**config.mk**
```make
export PLATFORM = sky130hd
export DESIGN_NAME = tli_ctrl
export DESIGN_NICKNAME = d
export VERILOG_FILES = /design/src/assert_macros.svh /design/src/tli_pkg.sv /design/src/tli_ctrl.sv
export SDC_FILE = /design/constraint.sdc
export NUM_CORES = 1
export LEC_CHECK = 0
export BUFFER_PORTS_ARGS = -buffer_cell sky130_fd_sc_hd__buf_4
export CORE_MARGIN = 5
export CORE_UTILIZATION = 49
export DETAILED_ROUTE_END_ITERATION = 12
export GPL_TIMING_DRIVEN = 0
export PLACE_DENSITY = 0.76
export SLEW_MARGIN = 20
export SYNTH_ARGS = -nofsm -noshare
export SYNTH_HDL_FRONTEND = slang
export SYNTH_SLANG_ARGS = --single-unit
```
**constraint.sdc**
```tcl
create_clock -name clk -period 2.45 [get_ports clk]
set_input_delay 0.1225 -clock clk [delete_from_list [all_inputs] [get_ports clk]]
set_output_delay 0.1225 -clock clk [all_outputs]
set_load 0.03 [all_outputs]
```
**src/assert_macros.svh**
```systemverilog
`ifndef ASSERT_MACROS_SVH
`define ASSERT_MACROS_SVH

// Same-cycle implication, held off while reset is asserted.
`define TLI_ASSERT_IMP(lbl, clk_i, rst_ni, ante, cons) \
	lbl: assert property (@(posedge clk_i) disable iff (!rst_ni) (ante) |-> (cons)) \
		else $error("same-cycle implication violated");

// Next-cycle implication, held off while reset is asserted.
`define TLI_ASSERT_NXT(lbl, clk_i, rst_ni, ante, cons) \
	lbl: assert property (@(posedge clk_i) disable iff (!rst_ni) (ante) |=> (cons)) \
		else $error("next-cycle implication violated");

`endif

```
**src/tli_pkg.sv**
```systemverilog
`default_nettype none

package tli_pkg;

	localparam int unsigned PC_W = 7;
	localparam logic [PC_W-1:0] PC_RESET = 7'd2;

	localparam logic CMD_LOAD  = 1'b0;
	localparam logic CMD_QUERY = 1'b1;

	localparam logic REG_POINT_COUNT = 1'b0;

	// correction term: |dy| * |d2| / (2 |dx|), quotient limited to QUO_BITS
	localparam int unsigned DY_W     = 33;
	localparam int unsigned D2_W     = 34;
	localparam int unsigned DV_W     = 34;
	localparam int unsigned MUL_LO_W = 17;
	localparam int unsigned PP_W     = DY_W + MUL_LO_W;
	localparam int unsigned PROD_W   = DY_W + D2_W;
	localparam int unsigned QUO_BITS = 40;
	localparam int unsigned DCNT_W   = 6;
	localparam int unsigned SUM_W    = QUO_BITS + 2;

	typedef struct packed {
		logic               cmd;
		logic [5:0]         entry_index;
		logic signed [31:0] entry_position;
		logic signed [31:0] entry_value;
		logic signed [31:0] query_position;
	} req_t;

	typedef struct packed {
		logic signed [31:0] interpolated_value;
		logic               zero_width_segment;
		logic               saturated;
	} res_t;

	typedef enum logic [3:0] {
		ST_IDLE,
		ST_SRCH_RD,
		ST_SRCH_CMP,
		ST_LO_RD,
		ST_LO_LATCH,
		ST_MUL0,
		ST_MUL1,
		ST_DIV_INIT,
		ST_DIV,
		ST_DONE
	} state_t;

	typedef struct packed {
		logic mem_wr;
		logic query_ld;
		logic mem_rd;
		logic hi_ld;
		logic lo_ld;
		logic mul_lo;
		logic mul_hi;
		logic div_init;
		logic div_step;
		logic res_ld;
	} dp_cmd_t;

	typedef struct packed {
		logic x_lt_q;
		logic zero_dx;
		logic res_busy;
	} dp_stat_t;

endpackage

`default_nettype wire

```
**src/tli_ctrl.sv**
```systemverilog
`default_nettype none

module tli_ctrl #(
	parameter int unsigned TABLE_DEPTH = 64
) (
	input  wire logic                              clk,
	input  wire logic                              arst_n,
	input  wire logic                              req_valid,
	input  wire logic                              req_cmd,
	output logic                                   req_stall,
	input  wire logic [tli_pkg::PC_W-1:0]          point_count,
	input  wire tli_pkg::dp_stat_t                 stat,
	output tli_pkg::dp_cmd_t                       cmd,
	output logic [$clog2(TABLE_DEPTH)-1:0]         rd_addr
);
	import tli_pkg::*;

	localparam int unsigned AW = $clog2(TABLE_DEPTH);
	localparam int unsigned CW = ((AW > PC_W) ? AW : PC_W) + 1;

	state_t              state_q, state_d;
	logic [AW-1:0]       idx_q, idx_d;
	logic [DCNT_W-1:0]   cnt_q, cnt_d;
	logic [CW-1:0]       pc_x, n_eff;
	logic                last_seg;

	// clamp point count to [2, TABLE_DEPTH]
	always_comb begin
		pc_x = CW'(point_count);
		priority if (pc_x < CW'(2)) begin
			n_eff = CW'(2);
		end else if (pc_x > CW'(TABLE_DEPTH)) begin
			n_eff = CW'(TABLE_DEPTH);
		end else begin
			n_eff = pc_x;
		end
	end

	assign last_seg = (CW'(idx_q) + CW'(2)) >= n_eff;

	always_ff @(posedge clk or negedge arst_n) begin
		if (!arst_n) begin
			state_q <= ST_IDLE;
			idx_q   <= '0;
			cnt_q   <= '0;
		end else begin
			state_q <= state_d;
			idx_q   <= idx_d;
			cnt_q   <= cnt_d;
		end
	end

	always_comb begin
		state_d   = state_q;
		idx_d     = idx_q;
		cnt_d     = cnt_q;
		cmd       = '0;
		rd_addr   = idx_q;
		req_stall = 1'b1;
		unique case (state_q)
			ST_IDLE: begin
				req_stall = 1'b0;
				if (req_valid) begin
					if (req_cmd == CMD_LOAD) begin
						cmd.mem_wr = 1'b1;
					end else begin
						cmd.query_ld = 1'b1;
						idx_d        = AW'(1);
						state_d      = ST_SRCH_RD;
					end
				end
			end
			ST_SRCH_RD: begin
				cmd.mem_rd = 1'b1;
				state_d    = ST_SRCH_CMP;
			end
			ST_SRCH_CMP: begin
				if (stat.x_lt_q && !last_seg) begin
					idx_d   = idx_q + AW'(1);
					state_d = ST_SRCH_RD;
				end else begin
					cmd.hi_ld = 1'b1;
					state_d   = ST_LO_RD;
				end
			end
			ST_LO_RD: begin
				cmd.mem_rd = 1'b1;
				rd_addr    = idx_q - AW'(1);
				state_d    = ST_LO_LATCH;
			end
			ST_LO_LATCH: begin
				cmd.lo_ld = 1'b1;
				state_d   = ST_MUL0;
			end
			ST_MUL0: begin
				if (stat.zero_dx) begin
					state_d = ST_DONE;
				end else begin
					cmd.mul_lo = 1'b1;
					state_d    = ST_MUL1;
				end
			end
			ST_MUL1: begin
				cmd.mul_hi = 1'b1;
				state_d    = ST_DIV_INIT;
			end
			ST_DIV_INIT: begin
				cmd.div_init = 1'b1;
				cnt_d        = '0;
				state_d      = ST_DIV;
			end
			ST_DIV: begin
				cmd.div_step = 1'b1;
				cnt_d        = cnt_q + DCNT_W'(1);
				if (cnt_q == DCNT_W'(QUO_BITS - 1)) begin
					state_d = ST_DONE;
				end
			end
			ST_DONE: begin
				// hold until the result register can take the answer
				if (!stat.res_busy) begin
					cmd.res_ld = 1'b1;
					state_d    = ST_IDLE;
				end
			end
			default: begin
				state_d = ST_IDLE;
			end
		endcase
	end

endmodule

`default_nettype wire

```
==> impl_metrics.yaml <==
status:
  run_status: "finished, final reports clean"
sta:
  slew_headroom_pct: 62.2
  tns_ns: 0
  drv_slew: 0
  post-route-period-util_pct: 97.5
  max_freq_mhz: 419
  finClkSkew_ns: 0.00384
  min_period_ns: 2.39
  setup_viol: 0
  tightest_slew_ns: 0.564
  hold_viol: 0
  rsz0062_at_grt: "true"
floorplan:
  row_count: 19
  die_h_microns: 63.6
  initial_core_util_pct: 51.1
  die_w_microns: 63.6
  ios: 31
  core_area_sq_um: 2760
  dieArea_sq_um: 4050
grt:
  grt_pass1_wl_mm: 5.65
  antenna_found_initial: 0
  grt_max_degree: 17
  grtUsageTotal_pct: 16.7
  grt_overflow: 0
  grt_pass1_vias: 1265
setup_path:
  worstPathRequired_ns: 2.33
  crit_chain: "buf_6 > ha_4 > xor2_1 > ha_1 > o21a_1 > o2111ai_4 > o21a_4 > nor2_4 > buf_6"
  rr_endpoint: "idx_q[2]$_DFFE_PN0P_"
  r2r_slack_ns: 0.10
  end_kind: "output pin"
  r2r_start: "idx_q[2]$_DFFE_PN0P_"
  crit_type: "reg2out"
  start_kind: "flip-flop"
  cp_slowest_cell: "dfrtp_1"
  reg2regPathDepth: 10
  cp_max_fo: 4
  worstPathArrival_ns: 2.27
  critPathMaxStageDelay_ns: 0.41
  cpMostUsedCell: "buf_6"
worst_hold_path:
  hold_end: "state_q[0]$_DFFE_PN0P_"
  hold_path_depth: 3
  holdCritStartpoint: "stat[0]"
  hold_class: "in2reg"
synthesis:
  synthDistinctLibCells: 47
  synth_nets: 186
  synth_ff_type: "dfrtp_1"
  seq_area_frac_synth_pct: 28.4
  yosys_warnings: 0
  synth-edff-count: 0
  syn_inst: 159
  avgSynthCellArea_sq_um: 8.86
  syn_area_sq_um: 1410
  async_flop_share_pct: 100
  ys_seq_elements: 16
power:
  power_density_nw_per_um2: 1190
  p_leak_uw: 0.000814
  ir_drop_uv: 804
finish:
  final_cell_mix: "buf_4 (33), nand2_1 (18), dfrtp_1 (15)"
  diodes: 0
  mostFrequentLayoutCell: "buf_4"
  fin_area_sq_um: 1820
  drive_above_1_share_pct: 33.0
  nFillCells: 227
  nNetsFinal: 226
  syn_to_final_growth_pct: 28.9
  fin_cells: 228
detailed_routing:
  dr_total_vias: 1299
  first_iter_violations: 70
  finalWirelength_mm: 3.37
  ant_nets: 0
  avgViaCountPerCell: 5.70
  firstDrtPassIters: 4
  drcViolationCount: 0
  wire_per_inst_microns: 14.8
clock_network:
  clock_sinks: 16
  htreeDepth: 1
  cts_made_buffers: 3
  clock_tree.root_cell: "clkbuf_4"
  cts_tree: "done"
  cts.path.max_buffers: 2
  clkSlewWorstSetupHoldPaths_ns: 0.09
  clk_latency_ns: 0.28
placed_design:
  portBuffers: 30
  placedCellCount: 220
  placed_area_sq_um: 1670
  hpwlAfterDp_mm: 2.62
  place.gp.congestion: 0.874
job:
  maxCapViolCount: 0
Yosys cell counts (2+ instances only):
master     n  share of area (%)
xnor2_1    5                3.1
buf_6      2                1.6
dfrtp_1   16                 28
nor2b_1    2               0.89
nand2b_1   3                1.3
xor2_1     3                1.9
nand3_1   10                3.6
ha_1      13                 12
o21ai_0    9                3.2
nor3_1     6                2.1
clkbuf_1   6                1.6
nand2_1   18                4.8
nor2_1    12                3.2
nor3b_1    3                1.6
o31ai_1    3                1.6
o211ai_1   2                1.1
nand3b_1   2                1.1
a21o_2     2                1.2
nand2b_4   2                2.0
a21oi_1    5                1.8
nand4_1    3                1.3
inv_1      7                1.9
worst max-delay path: cells and delay by family (launching register included):
family | cells | cell delay, ns
AO/OA/AOI/OAI | 3 | 0.63
adder cells (fa/ha/maj) | 2 | 0.45
flip-flops | 1 | 0.41
buffers and inverters | 2 | 0.27
XOR/XNOR | 1 | 0.14
AND/OR/NAND/NOR | 1 | 0.09
registers in the layout, summed over array words and instances (netlist names):
signal   cells
cnt_q        6
state_q      4
idx_q        6
stage by stage:
stage	total power, uW	utilization, %	worst slack [ns]	hold WS (ns)
4_1_cts	2080	63.7	0.00464	0.0793
2_1_floorplan	1490	-	0.0339	-0.173
6_report	2160	65.8	0.0609	0.0846
5_1_grt	2330	65.8	-0.0475	0.110
3_3_place_gp	1820	60.7	-0.177	-0.00911
3_5_place_dp	1870	60.7	-0.210	-0.00787
timing repair:
action	CTS	global route
pin swaps	1	10
setup endpoints to repair	8	4
endpoints found under the hold margin	16	0
hold buffers	1	0
buffers inserted	3	3
gates resized for setup	8	12
cell type report:
class	instances	area, sq um	share of cell area (%)
sequential	16	402	22.1
clock buffer	3	22.5	1.24
inverter	8	31.3	1.72
tap	31	38.8	2.14
buffer	6	45.0	2.48
timing repair buffer	37	292	16.1
multi-input combinational	127	985	54.2
cell families after synthesis:
logic type / count (synthesis) / share of synthesized area (%)
DFF: 16 / 28.4
muxes: 1 / 0.711
and+or+nand+nor: 71 / 29.4
AOI/OAI and AO/OA: 34 / 19.5
xor gates and xnor gates: 8 / 4.97
adders and majority gates: 13 / 11.5
buffers and inverters: 16 / 5.42
worst max-delay path by stage:
stage                                    start              endpoint  depth (start not counted)
after detailed placement  idx_q[2]$_DFFE_PN0P_  idx_q[2]$_DFFE_PN0P_                          9
after floorplan           idx_q[2]$_DFFE_PN0P_  idx_q[2]$_DFFE_PN0P_                          9
after global routing      idx_q[2]$_DFFE_PN0P_                cmd[6]                          9
final                     idx_q[2]$_DFFE_PN0P_                cmd[6]                          9
after global placement    idx_q[2]$_DFFE_PN0P_  idx_q[2]$_DFFE_PN0P_                          9
after CTS                 idx_q[1]$_DFFE_PN0P_                cmd[6]                          9
power breakdown:
group / leakage [uW] / switching (uW) / internal, uW
logic: 0.000597 / 871 / 646
clock network: 0.0000138 / 75.8 / 57.0
registers: 0.000204 / 145 / 368
per-layer routing:
layer / up-vias / track usage, % / share of wire, %
li1: 647 / - / -
met1: 615 / 22.7 / 45
met2: 35 / 27.3 / 49
met3: 2 / 4.09 / 5.4
met4: 0 / 2.08 / 0.059
met5: - / 0 / 0
Note: power is estimated with default switching activity, not from simulation.
